===== config.mk =====
export PLATFORM = sky130hd
export DESIGN_NAME = drawdown_event_detector_top
export DESIGN_NICKNAME = d
export VERILOG_FILES = /design/src/design/ddd_pkg.sv /design/src/design/ddd_tracker.sv /design/src/design/ddd_divider.sv /design/src/design/drawdown_event_detector_top.sv
export SDC_FILE = /design/constraint.sdc
export NUM_CORES = 1
export LEC_CHECK = 0
export BUFFER_PORTS_ARGS = -buffer_cell sky130_fd_sc_hd__buf_4
export CAP_MARGIN = 10
export CORE_MARGIN = 5
export CORE_UTILIZATION = 46
export DETAILED_ROUTE_END_ITERATION = 8
export PLACE_DENSITY = 0.61
export SLEW_MARGIN = 20
export SYNTH_ARGS = -nofsm -noshare
export SYNTH_HDL_FRONTEND = slang
export SYNTH_SLANG_ARGS = --single-unit
export TNS_END_PERCENT = 50

===== constraint.sdc =====
create_clock -name i_clk -period 25.7 [get_ports i_clk]
set_clock_uncertainty 0.05 [all_clocks]
set_input_delay 2.57 -clock i_clk [delete_from_list [all_inputs] [get_ports i_clk]]
set_output_delay 2.57 -clock i_clk [all_outputs]
set_load 0.05 [all_outputs]

===== src/design/ddd_pkg.sv =====
// Package for the drawdown event detector.
// Holds widths, the control state type and the event record shared by the tracker and the top level.
// No dependencies.
`timescale 1ns / 1ps
`default_nettype none

package ddd_pkg;

    localparam int INDEX_BITS          = 16;
    localparam int VALUE_BITS          = 32;
    localparam int DEPTH_FRACTION_BITS = 16;
    localparam int SIGNED_BITS         = INDEX_BITS + 1;
    localparam int DIV_CNT_BITS        = $clog2(DEPTH_FRACTION_BITS);

    // Packed output word: ten fields, padded to whole bytes.
    localparam int OUT_RAW_BITS  = 4 * INDEX_BITS + 3 * SIGNED_BITS + 2 * VALUE_BITS
                                   + DEPTH_FRACTION_BITS;
    localparam int OUT_DATA_BITS = ((OUT_RAW_BITS + 7) / 8) * 8;
    localparam int IN_DATA_BITS  = ((VALUE_BITS + 7) / 8) * 8;

    // Control sequencer states.
    typedef enum logic [1:0] {
        S_IDLE,
        S_DIV,
        S_HOLD
    } t_state;

    // One closed drawdown event, apart from its depth.
    typedef struct packed {
        logic [INDEX_BITS-1:0]  event_number;
        logic [INDEX_BITS-1:0]  peak_position;
        logic [INDEX_BITS-1:0]  trough_position;
        logic [SIGNED_BITS-1:0] recovery_position;
        logic [VALUE_BITS-1:0]  peak_level;
        logic [VALUE_BITS-1:0]  trough_level;
        logic [INDEX_BITS-1:0]  decline_length;
        logic [SIGNED_BITS-1:0] recovery_length;
        logic [SIGNED_BITS-1:0] total_length;
    } t_event;

    // Divider status toward the sequencer.
    typedef struct packed {
        logic busy;
        logic done;
    } t_div_status;

endpackage

`default_nettype wire


===== src/design/ddd_tracker.sv =====
// Peak and trough tracker of the drawdown event detector.
// Keeps the running peak, the open event and the sample index; uses ddd_pkg.
`timescale 1ns / 1ps
`default_nettype none

module ddd_tracker (
    input  wire logic                           i_clk,
    input  wire logic                           i_rst_n,
    input  wire logic                           i_accept,
    input  wire logic [ddd_pkg::VALUE_BITS-1:0] i_value,
    input  wire logic                           i_first,
    input  wire logic                           i_last,
    output logic                                o_emit,
    output ddd_pkg::t_event                     o_event
);

    localparam logic [ddd_pkg::INDEX_BITS-1:0] IDX_MAX = '1;

    logic [ddd_pkg::VALUE_BITS-1:0] r_peak, n_peak;
    logic [ddd_pkg::INDEX_BITS-1:0] r_peak_pos, n_peak_pos;
    logic                           r_below, n_below;
    logic [ddd_pkg::INDEX_BITS-1:0] r_open_peak_pos, n_open_peak_pos;
    logic [ddd_pkg::VALUE_BITS-1:0] r_open_peak_lvl, n_open_peak_lvl;
    logic [ddd_pkg::INDEX_BITS-1:0] r_trough_pos, n_trough_pos;
    logic [ddd_pkg::VALUE_BITS-1:0] r_trough_lvl, n_trough_lvl;
    logic [ddd_pkg::INDEX_BITS-1:0] r_sample_pos, n_sample_pos;
    logic [ddd_pkg::INDEX_BITS-1:0] r_evt_cnt, n_evt_cnt;

    logic [ddd_pkg::INDEX_BITS-1:0] idx;
    logic                           emit_rec;
    logic                           emit_unrec;

    // Next tracking state for one accepted sample.
    always_comb begin
        n_peak          = r_peak;
        n_peak_pos      = r_peak_pos;
        n_below         = r_below;
        n_open_peak_pos = r_open_peak_pos;
        n_open_peak_lvl = r_open_peak_lvl;
        n_trough_pos    = r_trough_pos;
        n_trough_lvl    = r_trough_lvl;
        n_sample_pos    = r_sample_pos;
        n_evt_cnt       = r_evt_cnt;
        idx             = i_first ? '0 : r_sample_pos;
        emit_rec        = 1'b0;
        emit_unrec      = 1'b0;
        if (i_accept) begin
            if (i_first) begin
                n_peak     = i_value;
                n_peak_pos = '0;
                n_below    = 1'b0;
                n_evt_cnt  = '0;
            end else if (i_value >= r_peak) begin
                emit_rec   = r_below;
                n_peak     = i_value;
                n_peak_pos = idx;
            end else if (!r_below) begin
                n_below         = 1'b1;
                n_open_peak_pos = r_peak_pos;
                n_open_peak_lvl = r_peak;
                n_trough_pos    = idx;
                n_trough_lvl    = i_value;
            end else if (i_value < r_trough_lvl) begin
                n_trough_pos = idx;
                n_trough_lvl = i_value;
            end
            n_sample_pos = (idx < IDX_MAX) ? idx + 1'b1 : IDX_MAX;
            emit_unrec   = i_last && n_below && !emit_rec;
            if (emit_rec || emit_unrec) begin
                n_below = 1'b0;
                if (r_evt_cnt < IDX_MAX) begin
                    n_evt_cnt = r_evt_cnt + 1'b1;
                end
            end
        end
    end

    // Event record as seen after this sample.
    always_comb begin
        o_emit                  = emit_rec || emit_unrec;
        o_event.event_number    = r_evt_cnt;
        o_event.peak_position   = n_open_peak_pos;
        o_event.trough_position = n_trough_pos;
        o_event.peak_level      = n_open_peak_lvl;
        o_event.trough_level    = n_trough_lvl;
        o_event.decline_length  = n_trough_pos - n_open_peak_pos;
        if (emit_rec) begin
            o_event.recovery_position = {1'b0, idx};
            o_event.recovery_length   = {1'b0, idx - n_trough_pos};
            o_event.total_length      = {1'b0, idx - n_open_peak_pos};
        end else begin
            o_event.recovery_position = '1;
            o_event.recovery_length   = '1;
            o_event.total_length      = '1;
        end
    end

    // Tracking registers.
    always_ff @(posedge i_clk) begin
        if (!i_rst_n) begin
            r_peak          <= '0;
            r_peak_pos      <= '0;
            r_below         <= 1'b0;
            r_open_peak_pos <= '0;
            r_open_peak_lvl <= '0;
            r_trough_pos    <= '0;
            r_trough_lvl    <= '0;
            r_sample_pos    <= '0;
            r_evt_cnt       <= '0;
        end else begin
            r_peak          <= n_peak;
            r_peak_pos      <= n_peak_pos;
            r_below         <= n_below;
            r_open_peak_pos <= n_open_peak_pos;
            r_open_peak_lvl <= n_open_peak_lvl;
            r_trough_pos    <= n_trough_pos;
            r_trough_lvl    <= n_trough_lvl;
            r_sample_pos    <= n_sample_pos;
            r_evt_cnt       <= n_evt_cnt;
        end
    end

endmodule

`default_nettype wire


===== src/design/ddd_divider.sv =====
// Bit-serial restoring fraction divider of the drawdown event detector.
// Shifts one quotient bit into a shift register per cycle; uses ddd_pkg.
`timescale 1ns / 1ps
`default_nettype none

module ddd_divider (
    input  wire logic                                    i_clk,
    input  wire logic                                    i_rst_n,
    input  wire logic                                    i_start,
    input  wire logic [ddd_pkg::VALUE_BITS-1:0]          i_num,
    input  wire logic [ddd_pkg::VALUE_BITS-1:0]          i_den,
    output ddd_pkg::t_div_status                         o_status,
    output logic [ddd_pkg::DEPTH_FRACTION_BITS-1:0]      o_quotient
);

    localparam logic [ddd_pkg::DIV_CNT_BITS-1:0] CNT_LAST =
        ddd_pkg::DIV_CNT_BITS'(ddd_pkg::DEPTH_FRACTION_BITS - 1);

    logic [ddd_pkg::VALUE_BITS-1:0]          r_rem, n_rem;
    logic [ddd_pkg::VALUE_BITS-1:0]          r_den;
    logic [ddd_pkg::DEPTH_FRACTION_BITS-1:0] r_quo, n_quo;
    logic [ddd_pkg::DIV_CNT_BITS-1:0]        r_cnt;
    logic                                    r_busy;
    logic                                    r_done;

    logic [ddd_pkg::VALUE_BITS:0] rem_sh;
    logic [ddd_pkg::VALUE_BITS:0] diff;
    logic                         ge;

    // One restoring step: shift the remainder, subtract the divisor if it fits.
    always_comb begin
        rem_sh = {r_rem, 1'b0};
        diff   = rem_sh - {1'b0, r_den};
        ge     = rem_sh >= {1'b0, r_den};
        n_rem  = ge ? diff[ddd_pkg::VALUE_BITS-1:0] : rem_sh[ddd_pkg::VALUE_BITS-1:0];
        n_quo  = {r_quo[ddd_pkg::DEPTH_FRACTION_BITS-2:0], ge};
    end

    // Datapath registers.
    always_ff @(posedge i_clk) begin
        if (i_start) begin
            r_rem <= i_num;
            r_den <= i_den;
            r_quo <= '0;
        end else if (r_busy) begin
            r_rem <= n_rem;
            r_quo <= n_quo;
        end
    end

    // Step counter and status flags.
    always_ff @(posedge i_clk) begin
        if (!i_rst_n) begin
            r_busy <= 1'b0;
            r_done <= 1'b0;
            r_cnt  <= '0;
        end else begin
            r_done <= 1'b0;
            if (i_start) begin
                r_busy <= 1'b1;
                r_cnt  <= '0;
            end else if (r_busy) begin
                r_cnt <= r_cnt + 1'b1;
                if (r_cnt == CNT_LAST) begin
                    r_busy <= 1'b0;
                    r_done <= 1'b1;
                end
            end
        end
    end

    assign o_status.busy = r_busy;
    assign o_status.done = r_done;
    assign o_quotient    = r_quo;

endmodule

`default_nettype wire


===== src/design/drawdown_event_detector_top.sv =====
// Top level of the drawdown event detector.
// Instantiates ddd_tracker and ddd_divider; uses ddd_pkg.
//
// Usage:
//   Sample words enter on the s_axis channel: tdata holds the value, tuser marks
//   the first sample of a series and tlast the last one. Drawdown events leave
//   on the m_axis channel, one word per event: tdata holds the event fields and
//   tuser flags an event deeper than every earlier one of the series.
//   After a sample that closes no event, the next one may follow at once. A
//   sample that closes an event starts the bit-serial depth divider, which
//   yields one quotient bit per cycle and holds tready low; tready returns high
//   in the cycle after the event word is loaded into the output register.
//   The output register holds a finished event while the receiver stalls; the
//   block keeps accepting samples that close no event, and a sample that closes
//   a second event waits after its division until the register is free.
//   Reset clears all tracking state and drops the output valid; the first
//   sample after reset starts a series even without a first mark.
`timescale 1ns / 1ps
`default_nettype none

module drawdown_event_detector_top (
    input  wire logic                               i_clk,
    input  wire logic                               i_rst_n,
    // Slave tdata fields, low bit up: sample_value.
    input  wire logic [ddd_pkg::IN_DATA_BITS-1:0]   i_s_axis_tdata,
    // Slave tuser fields: first_sample.
    input  wire logic                               i_s_axis_tuser,
    input  wire logic                               i_s_axis_tlast,
    input  wire logic                               i_s_axis_tvalid,
    output logic                                    o_s_axis_tready,
    // Master tdata fields, low bit up: event_number, peak_position,
    // trough_position, recovery_position, peak_level, trough_level,
    // depth_fraction, decline_length, recovery_length, total_length.
    output logic [ddd_pkg::OUT_DATA_BITS-1:0]       o_m_axis_tdata,
    // Master tuser fields: deepest_so_far.
    output logic                                    o_m_axis_tuser,
    output logic                                    o_m_axis_tvalid,
    input  wire logic                               i_m_axis_tready
);

    ddd_pkg::t_state      r_state, n_state;
    ddd_pkg::t_event      r_evt;
    ddd_pkg::t_event      trk_event;
    ddd_pkg::t_div_status div_status;

    logic [ddd_pkg::DEPTH_FRACTION_BITS-1:0] quotient;
    logic [ddd_pkg::DEPTH_FRACTION_BITS-1:0] r_worst;
    logic [ddd_pkg::OUT_DATA_BITS-1:0]       r_out_data;
    logic                                    r_out_deep;
    logic                                    r_out_valid;

    logic in_accept;
    logic trk_emit;
    logic div_start;
    logic load_out;
    logic out_free;
    logic deeper;

    assign in_accept = i_s_axis_tvalid && o_s_axis_tready;
    assign out_free  = !r_out_valid || i_m_axis_tready;
    assign deeper    = quotient > r_worst;

    ddd_tracker u_tracker (
        .i_clk   (i_clk),
        .i_rst_n (i_rst_n),
        .i_accept(in_accept),
        .i_value (i_s_axis_tdata[ddd_pkg::VALUE_BITS-1:0]),
        .i_first (i_s_axis_tuser),
        .i_last  (i_s_axis_tlast),
        .o_emit  (trk_emit),
        .o_event (trk_event)
    );

    ddd_divider u_divider (
        .i_clk     (i_clk),
        .i_rst_n   (i_rst_n),
        .i_start   (div_start),
        .i_num     (trk_event.peak_level - trk_event.trough_level),
        .i_den     (trk_event.peak_level),
        .o_status  (div_status),
        .o_quotient(quotient)
    );

    // Next state of the sequencer.
    always_comb begin
        n_state = r_state;
        unique case (r_state)
            ddd_pkg::S_IDLE: begin
                if (in_accept && trk_emit) begin
                    n_state = ddd_pkg::S_DIV;
                end
            end
            ddd_pkg::S_DIV: begin
                if (div_status.done) begin
                    n_state = ddd_pkg::S_HOLD;
                end
            end
            ddd_pkg::S_HOLD: begin
                if (out_free) begin
                    n_state = ddd_pkg::S_IDLE;
                end
            end
            default: n_state = ddd_pkg::S_IDLE;
        endcase
    end

    // Sequencer outputs.
    always_comb begin
        o_s_axis_tready = 1'b0;
        div_start       = 1'b0;
        load_out        = 1'b0;
        unique case (r_state)
            ddd_pkg::S_IDLE: begin
                o_s_axis_tready = 1'b1;
                div_start       = i_s_axis_tvalid && trk_emit;
            end
            ddd_pkg::S_DIV: begin
            end
            ddd_pkg::S_HOLD: begin
                load_out = out_free;
            end
            default: begin
            end
        endcase
    end

    // Sequencer state register.
    always_ff @(posedge i_clk) begin
        if (!i_rst_n) begin
            r_state <= ddd_pkg::S_IDLE;
        end else begin
            r_state <= n_state;
        end
    end

    // Event record captured while its depth is divided.
    always_ff @(posedge i_clk) begin
        if (div_start) begin
            r_evt <= trk_event;
        end
    end

    // Deepest depth of the series, cleared by a first mark.
    always_ff @(posedge i_clk) begin
        if (!i_rst_n) begin
            r_worst <= '0;
        end else if (in_accept && i_s_axis_tuser) begin
            r_worst <= '0;
        end else if (load_out && deeper) begin
            r_worst <= quotient;
        end
    end

    // Output register.
    always_ff @(posedge i_clk) begin
        if (!i_rst_n) begin
            r_out_valid <= 1'b0;
        end else if (load_out) begin
            r_out_valid <= 1'b1;
        end else if (i_m_axis_tready) begin
            r_out_valid <= 1'b0;
        end
    end

    always_ff @(posedge i_clk) begin
        if (load_out) begin
            r_out_data <= ddd_pkg::OUT_DATA_BITS'({r_evt.total_length,
                                                   r_evt.recovery_length,
                                                   r_evt.decline_length,
                                                   quotient,
                                                   r_evt.trough_level,
                                                   r_evt.peak_level,
                                                   r_evt.recovery_position,
                                                   r_evt.trough_position,
                                                   r_evt.peak_position,
                                                   r_evt.event_number});
            r_out_deep <= deeper;
        end
    end

    assign o_m_axis_tdata  = r_out_data;
    assign o_m_axis_tuser  = r_out_deep;
    assign o_m_axis_tvalid = r_out_valid;

endmodule

`default_nettype wire


# ---- After elaboration in Yosys (flattened, before gate mapping)
# Index checks and enable logic that the tools add are counted.
dict set report word_totals {
  regBits 625
  latch_bits 0
  mem_bits_rw 0
  mem_bits_ro 0
  wordCells 128
  n_memories 0
}
dict set report op_classes {
  addsub 8
  n_mul 0
  n_div 0
  n_lt_le_gt_ge 6
  eq_ne 6
  shifts 0
  muxes 54
  n_bitwise 2
  n_reduce_logical 21
}
# op n
set ops {}
lappend ops {{2-to-1 mux 32 bit} 14}
lappend ops {{2-to-1 mux 16 bit} 16}
lappend ops {{subtractor 32 bit} 2}
lappend ops {{subtractor 16 bit} 3}
lappend ops {{2-to-1 mux 34 bit} 1}
lappend ops {{>= comparator 33 x 32 -> 1 bit} 1}
lappend ops {{adder 16 x 1 -> 16 bit (second input constant)} 2}
lappend ops {{>= comparator 32 bit} 1}
lappend ops {{< comparator 16 bit (second input constant)} 2}
lappend ops {{< comparator 32 bit} 1}
lappend ops {{2-to-1 mux 1 bit} 18}
lappend ops {{2-to-1 mux 17 bit} 1}
lappend ops {{greater-than comparator 16 bit} 1}
lappend ops {{logical AND 1 bit} 7}
lappend ops {{2-to-1 mux 2 bit} 3}
lappend ops {{case mux 2 bit (3 select lines)} 1}
lappend ops {{nonzero test 2 bit} 3}
lappend ops {{adder 4 x 1 -> 4 bit (second input constant)} 1}
lappend ops {{== test 4 bit (second input constant)} 1}
lappend ops {{!= test 2 bit (second input constant)} 2}
lappend ops {{OR reduction 2 bit} 2}
lappend ops {{logical OR 1 bit} 3}
lappend ops {{AND reduction 3 bit} 1}
lappend ops {{OR reduction 3 bit} 1}
lappend ops {{7 further kinds} 9}

# ---- Longest topological paths before layout
# Gate-level depths: netlist of run 1.
dict set report logic_depth {
  depth_word 11
  ltp_mapped 29
}

# ---- Cells and area by module
# Synthesis of run 1 repeated with hierarchy kept, for this count alone.
dict set report hier_totals {
  cells_unflattened 2761
  area_unflattened_um2 30902.1
}
# module instances cells_each area_per_inst_um2 seq_area_each_um2
set modules_own_cells {}
lappend modules_own_cells {drawdown_event_detector_top 1 787 14272.4 11641.2}
lappend modules_own_cells {ddd_tracker 1 1453 11210.8 3543.4}
lappend modules_own_cells {ddd_divider 1 521 5418.9 2362.3}

# ---- Least setup slack after synthesis of run 1
# OpenSTA, ideal clock, no wires.
dict set report synth_timing {
  kind {input port to flip-flop}
  from {input i_m_axis_tready}
  to {register r_worst[10] (netlist name)}
  arrival_time_ns 13.051
  t_required_ns 25.522
  path_slack_ns 12.471
  path_stages 7
  path_buffers 2
  path_cell_list {nand2b_1 nor2b_1 and2_1 clkbuf_1 clkbuf_1 mux2i_1 nor2_1}
}
dict set report synth_via {
  elab_chain_len 3
}
# item line_no
set synth_lines {}
lappend synth_lines {{start, declared} drawdown_event_detector_top.sv:38} ;# input wire logic i_m_axis_tready
lappend synth_lines {{logical OR 1 bit} drawdown_event_detector_top.sv:60} ;# assign out_free = !r_out_valid || i_m_axis_tready;
lappend synth_lines {{2-to-1 mux 1 bit} drawdown_event_detector_top.sv:112} ;# unique case (r_state)
lappend synth_lines {{net load_out} drawdown_event_detector_top.sv:55} ;# logic load_out;
lappend synth_lines {{logical AND 1 bit} drawdown_event_detector_top.sv:149} ;# end else if (load_out && deeper) begin
lappend synth_lines {{end signal, assigned} drawdown_event_detector_top.sv:150} ;# r_worst <= quotient;
lappend synth_lines {{end, declared} drawdown_event_detector_top.sv:47} ;# logic [ddd_pkg::DEPTH_FRACTION_BITS-1:0] r_worst;
# The timed path passes the listed nets, and every way through them passes these cells.
# A chain may end at the register's enable or synchronous reset.

==> results of run 1 <==
layer usage:
metal	GRT usage	up-vias	wire, um
li1	-	9382	-
met1	0.2563	9320	29680
met2	0.3341	472	32640
met3	0.03718	112	3632
met4	0.05622	6	1533
met5	0	-	34
through the flow:
step,worst slack [ns],area [um^2],util,std cells
final,16.76,33630,0.5449,3656
after global routing,16.34,33620,0.5447,3652
after CTS,16.83,33620,0.5447,3652
after detailed placement,16.25,31360,0.5082,3526
after global placement,16.41,31360,0.5082,3526
after floorplan,12.47,28720,-,2523
path summary, 6_finish.rpt:
kind              slack (ns)  depth (start not counted)            startpoint                   to
setup / recovery       16.76                         27     i_s_axis_tdata[0]            r_evt[14]
hold / removal          0.36                          0             r_evt[34]  o_m_axis_tdata[145]
setup reg to reg       18.50                         26  u_tracker.r_peak[17]            r_evt[14]
hold reg to reg         0.36                          0             r_evt[34]  o_m_axis_tdata[145]
synthesized netlist by cell type, drive strengths merged (3+ instances only):
library cell / n
a221oi: 6
a211oi: 34
o21bai: 17
xor2: 23
inv: 237
nand4: 23
nand2b: 44
dfxtp: 218
mux2: 29
a31oi: 20
nand3: 26
a21o: 34
buf: 20
o21a: 12
nor4: 4
a22o: 3
a31o: 4
and3: 29
a21oi: 151
nand4b: 3
or3: 9
and4: 3
and2: 51
nand2: 197
o22ai: 5
nor2: 141
nor2b: 97
edfxtp: 403
clkbuf: 68
mux2i: 100
o221a: 6
xnor2: 61
ha: 186
nor3b: 6
nor3: 24
a2111oi: 6
fa: 5
o21ai: 118
a21boi: 67
or2: 3
flip-flops by register name, indices dropped and copies added, names as in the netlist:
register / count
o_m_axis_tdata: 193
o_m_axis_tuser: 1
o_m_axis_tvalid: 1
r_evt: 145
r_state: 2
r_worst: 16
u_divider.o_quotient: 16
u_divider.r_busy: 1
u_divider.r_cnt: 4
u_divider.r_den: 32
u_divider.r_done: 1
u_divider.r_rem: 32
u_tracker.r_below: 1
u_tracker.r_evt_cnt: 16
u_tracker.r_open_peak_lvl: 32
u_tracker.r_open_peak_pos: 16
u_tracker.r_peak: 32
u_tracker.r_peak_pos: 16
u_tracker.r_sample_pos: 16
u_tracker.r_trough_lvl: 32
u_tracker.r_trough_pos: 16
placed cells by master, fill, tap and decap left out, types with 20 or more instances in the layout:
cell,synthesis,routed
xnor2_1,61,61
nor2b_1,97,96
a21o_1,34,34
o21ai_0,114,114
mux2i_1,99,99
ha_1,186,186
mux2_2,28,28
and3_1,29,29
xor2_1,23,23
edfxtp_1,403,403
and2_1,50,49
clkbuf_16,0,72
a31oi_1,20,20
nand4_1,23,23
nand2b_1,44,44
nor3_1,24,24
a21oi_1,151,151
nand3_1,26,26
inv_1,236,236
nand2_1,196,196
nor2_1,141,140
dfxtp_1,218,218
a211oi_1,33,33
buf_4,7,254
a21boi_0,67,67
logic make-up (layout without fill, tap and decap cells):
logic type,Yosys count,in the layout,share of synthesized area
xor+xnor,84,84,0.02563
other cells,1,9,0.0001306
mux,129,129,0.04650
flops,621,621,0.5735
fa+ha+maj,193,193,0.08529
compound gates,502,502,0.1110
buf+inv,326,618,0.04384
simple gates,663,663,0.1140
power by group through the flow:
stage	registers (uW)	clock network (uW)	logic (uW)
after floorplan	1140	0	235
final	1120	972	310
after global placement	1140	0	303
after global routing	1130	1040	351
after CTS	1120	1000	311
after detailed placement	1140	0	309
area by class of cell:
cell class | count | area [um^2] | share of cell area
sequential | 621 | 16470 | 0.4897
tap | 837 | 1047 | 0.03114
clock buffer | 97 | 1949 | 0.05797
timing repair buffer | 254 | 1907 | 0.05670
multi-input combinational | 1576 | 11040 | 0.3282
antenna | 4 | 10.01 | 0.0002977
inverter | 238 | 900.9 | 0.02679
clock inverter | 29 | 309.0 | 0.009190
==> impl_summary.log, run 1 <==
INFO  metric cellLeakagePower = between 0.01 and 0.015 uW
INFO  metric final_hold_slack = 0.3551 ns
INFO  metric dieArea = 0.06751 mm^2
INFO  metric critPathMostFrequentCell = o21ai_0
INFO  metric number_of_distinct_library_cells_after_synthesis = 72
INFO  metric grt_pass1_vias = 19330
INFO  metric post_cts_resized = 0
INFO  metric gp_congestion = around 0.9
INFO  metric yosysWarnings = 0
INFO  metric postSynthRegisterBits = 621
INFO  metric floorplan.die.width = 259.8 um
INFO  metric run_status = finished clean
INFO  metric clkSinkCount = 621
INFO  metric comb_power_share = 0.129
INFO  metric post_synth_inst_count = 2519
INFO  metric cpLargestDelayFamily = compound AO/OA/AOI/OAI gates
INFO  metric synth_area_per_cell = 11.40 um^2
INFO  metric routed_wl = 67520 um
INFO  metric insertion_delay = ~0.6 ns
INFO  metric ant_nets = 0
INFO  metric drtPass1Iterations = 5
INFO  metric critPathCaptureType = register
INFO  metric syn2layout_area_growth = 17.13%
INFO  metric detail_route.wl_per_cell = 18.47 um
INFO  metric synth_top_area_cells = edfxtp_1 (42%), dfxtp_1 (15%), ha_1 (8.1%), mux2i_1 (3.5%), inv_1 (3.1%)
INFO  metric crit_path_max_incr_delay = 0.63 ns
INFO  metric final_max_slew_viol_count = 0
INFO  metric worst_setup_path_start_kind = primary input
INFO  metric drive_gt1_frac = 0.1471
INFO  metric power_density = ~71 mW/mm^2
INFO  metric pwr-share-seq = 0.467
INFO  metric fmaxAchievable = roughly 0.11 GHz
INFO  metric clock_tree_from_tritoncts = yes
INFO  metric clkPwrFrac = 0.404
INFO  metric dr_iter_0_viols = 1221
INFO  metric floorplan.initialDensity = 0.4652
INFO  metric critical_path.max_fanout = between 40 and 50
INFO  metric std_cell_core_area = 0.06171 mm^2
INFO  metric p_int = 1810 uW
INFO  metric worst-endpoint-required = approximately 26 ns
INFO  metric grt_util_all_layers = 0.1958
INFO  metric grt_pass1_wl = about 110000 um
INFO  metric cts-buffers-inserted = between 60 and 70
INFO  metric post_synth_edffs = 403
INFO  metric final.setup.tns = 0 ns
INFO  metric yosys_most_used_dff = edfxtp_1
INFO  metric finalSetupViolations = 0
INFO  metric synth.yosys.seq_area_share = 0.5735
INFO  metric critPathSlowestCell = buf_4
INFO  metric netlist.top_cell.by_area = edfxtp_1
INFO  metric ioPinCount = 241
INFO  metric grt_antenna_before_repair = 7
INFO  metric synthDominantCellAreaShare = 0.4215
INFO  metric place.port_buffers = 235
INFO  metric critical_path_buf_inv_count = 4
INFO  metric grt_max_degree = 99
INFO  metric design_power_total = 2404 uW
INFO  metric maxSlewHeadroom = 0.2963
INFO  metric viasPerCell = 5.277
INFO  metric via_count = about 19000
INFO  metric power_switching = approximately 590 uW
INFO  metric rows = slightly above 90
INFO  metric dp.final_hpwl = just under 50000 um
INFO  metric htree_num_levels = 3
INFO  metric switching_share = 0.2472
INFO  metric total_congestion_overflow_after_global_routing = 0
INFO  metric cp_data_arrival_time = 9.21 ns
INFO  metric synth_async_sr_flop_share = 0
INFO  metric cts_max_path_buffers = 3
INFO  metric synth_area = 0.02871 mm^2
INFO  metric overall_die_height = ~260 um
INFO  metric startpoint_to_endpoint_class_of_the_critical_path = primary input to register
INFO  metric cts_hold_buf = 0
INFO  metric num-nets-final = ~3000
INFO  metric vdd_ir_drop_max = 0.04525 mV
INFO  metric hold_class = register to register
INFO  metric fillers = 5328
INFO  metric maxCapViolations = 0
INFO  metric min_period = 8.939 ns
INFO  metric cts_setup_buffers = 0
INFO  metric clkTransAtPathRegs = 0.06 ns
INFO  metric detail_route.drc_violations = 0
INFO  metric final.period_utilization = 0.3478
INFO  metric grt_setup_unrepaired = false
INFO  metric worst-slew-pin-transition = 1.055 ns
INFO  metric hold_viol = 0
INFO  metric clock-root-buffer = clkbuf_16
Note: power is estimated with default switching activity, not from simulation.
==> inputs of run 2 (changes only) <==
- PLACE_DENSITY: 0.61 -> 0.63
- clock period: 25.7 -> 7.6 ns (I/O delays scaled with it)
==> impl_summary.log, run 2 (synthesized netlist as in run 1, its figures left out) <==
INFO  metric run_status = finished clean
INFO  metric htree_num_levels = 3 (unchanged)
INFO  metric largest_reg_flops = 193 (unchanged)
INFO  metric grt_util_all_layers = 0.1984 (+0.002596)
INFO  metric cellLeakagePower = 0.01338 uW (+0.13%)
INFO  metric startpoint_to_endpoint_class_of_the_critical_path = register to register
INFO  metric ant_nets = 0 (unchanged)
INFO  metric cp_data_arrival_time = 7.04 ns (-2.17 ns)
INFO  metric total_congestion_overflow_after_global_routing = 0 (unchanged)
INFO  metric num-nets-final = 2988 (unchanged)
INFO  metric hold_class = register to register
INFO  metric final.period_utilization = 0.8926
INFO  metric post_cts_resized = 0 (unchanged)
INFO  metric power_density = 242.8 mW/mm^2 (+240%)
INFO  metric routed_wl = 68390 um (+1.3%)
INFO  metric overall_die_height = 259.8 um (unchanged)
INFO  metric vdd_ir_drop_max = 0.1642 mV (+260%)
INFO  metric grt_antenna_before_repair = 9 (+2)
INFO  metric viasPerCell = 5.286 (+0.18%)
INFO  metric rows = 91 (unchanged)
INFO  metric cts_setup_buffers = 0 (unchanged)
INFO  metric std_cell_core_area = 0.06171 mm^2 (unchanged)
INFO  metric floorplan.initialDensity = 0.4652 (unchanged)
INFO  metric syn2layout_area_growth = 17.27%
INFO  metric dieArea = 0.06751 mm^2 (unchanged)
INFO  metric drive_gt1_frac = 0.1490 (+0.001935)
INFO  metric maxCapViolations = 0 (unchanged)
INFO  metric clock_tree_from_tritoncts = yes
INFO  metric critical_path.max_fanout = 14 (-67%)
INFO  metric critPathCaptureType = register
INFO  metric dp.final_hpwl = 48450 um (+0.90%)
INFO  metric finalSetupViolations = 0 (unchanged)
INFO  metric gp_congestion = 0.9230 (+4.5%)
INFO  metric grt_pass1_vias = 19250 (-0.42%)
INFO  metric floorplan.die.width = 259.8 um (unchanged)
INFO  metric grt_pass1_wl = 106100 um (+0.47%)
INFO  metric place.port_buffers = 235 (unchanged)
INFO  metric worst_setup_path_start_kind = register
INFO  metric fillers = 5371 (+0.81%)
INFO  metric detail_route.wl_per_cell = 18.73 um (+1.4%)
INFO  metric ioPinCount = 241 (unchanged)
INFO  metric final_max_slew_viol_count = 0 (unchanged)
INFO  metric grt_max_degree = 142 (+43%)
INFO  metric min_period = a little under 7 ns
INFO  metric design_area = 0.03367 mm^2 (+0.12%)
INFO  metric cts-buffers-inserted = 68 (unchanged)
INFO  metric worst-endpoint-required = 7.86 ns (-18.11 ns)
INFO  metric worst-slew-pin-transition = 1.071 ns (+0.01584 ns)
INFO  metric cts_max_path_buffers = 3 (unchanged)
INFO  metric design_power_total = 8173 uW (+240%)
INFO  metric dp_worst_setup_slack = 0.2785 ns (-15.97 ns)
INFO  metric clkSinkCount = 621 (unchanged)
INFO  metric dr_iter_0_viols = 1255 (+2.8%)
INFO  metric timing.final.ws_setup = 0.8162 ns (-15.94 ns)
INFO  metric mostFrequentLayoutCell = edfxtp_1
INFO  metric via_count = 19310 (+0.067%)
INFO  metric clock-root-buffer = clkbuf_16
INFO  metric grt_setup_unrepaired = false
INFO  metric mostFrequentLayoutCells = edfxtp_1 (403), buf_4 (252), inv_1 (236)
INFO  metric clkTransAtPathRegs = 0.06 ns (about the same)
INFO  metric detail_route.drc_violations = 0 (unchanged)
INFO  metric maxSlewHeadroom = 0.2858 (-0.01056)
INFO  metric drtPass1Iterations = 5 (unchanged)
INFO  metric fmaxAchievable = roughly 0.15 GHz
INFO  metric insertion_delay = 0.60 ns (about the same)
INFO  metric placement.cell_area = 0.03139 mm^2 (about the same)
INFO  metric cts_hold_buf = 0 (unchanged)
INFO  metric hold_viol = 0 (unchanged)
run 2: cell types whose count changed in the layout (fill, tap and decap cells not counted), sizes merged:
cell and delta:
diode -1, clkinv +5, inv -1, clkbuf -7
run 2: metal layers:
layer	wire length, um	part of all wire	track usage
met3	3808	0.056	0.04165
met4	1982	0.029	0.06649
met2	32910	0.48	0.3332
met1	29610	0.43	0.2576
met5	80	0.0012	0
run 2: layout make-up:
class	instances	area [um^2]	share of cell area
Antenna cell	3	7.507	0.0002230
Clock buffer	90	1938	0.05757
Clock inverter	33	335.3	0.009960
Inverter	238	900.9	0.02676
Multi-Input combinational cell	1576	11040	0.3279
Sequential cell	621	16470	0.4891
Tap cell	837	1047	0.03111
Timing Repair Buffer	254	1932	0.05738
run 2: worst max-delay path, cell delays in order (launching register included):
cell       delay (ns)
dfxtp_1          0.40
inv_1            0.07
ha_1             0.29
a21o_1           0.19
a221o_1          0.36
a221oi_2         0.26
o21ai_1          0.18
a2111oi_4        0.41
and2_2           0.48
mux2i_1          0.20
ha_1             0.29
fa_1             0.42
nor2b_1          0.12
o21ai_0          0.12
a21oi_1          0.28
o21ai_0          0.15
a21boi_0         0.36
o41ai_1          0.12
maj3_2           0.33
a22o_1           0.27
o311ai_4         0.45
a31oi_1          0.22
a211oi_2         0.24
xnor2_1          0.14
a21oi_1          0.08
run 2: report_power, final:
group / internal, uW / switching (uW)
Clock: 1980 / 1340
Combinational: 440 / 618
Sequential: 3710 / 86.3
run 2: path summary, 6_finish.rpt:
path                        start                  end  slack (ns)  depth (start not counted)
max reg2reg  u_tracker.r_peak[17]  u_divider.r_rem[30]        0.82                         24
max          u_tracker.r_peak[17]  u_divider.r_rem[30]        0.82                         24
min reg2reg            r_evt[137]   o_m_axis_tdata[38]        0.36                          0
min                    r_evt[137]   o_m_axis_tdata[38]        0.36                          0
run 2: metrics by stage:
step                setup TNS (ns)  utilization  instances  hold WS [ns]
floorplan                  -201.37            -       2523        0.3503
global placement                 0       0.5086       3526        0.3534
detailed placement               0       0.5086       3526        0.3545
CTS                              0       0.5454       3649        0.3621
global route                     0       0.5454       3649        0.3616
finish                           0       0.5455       3652        0.3610
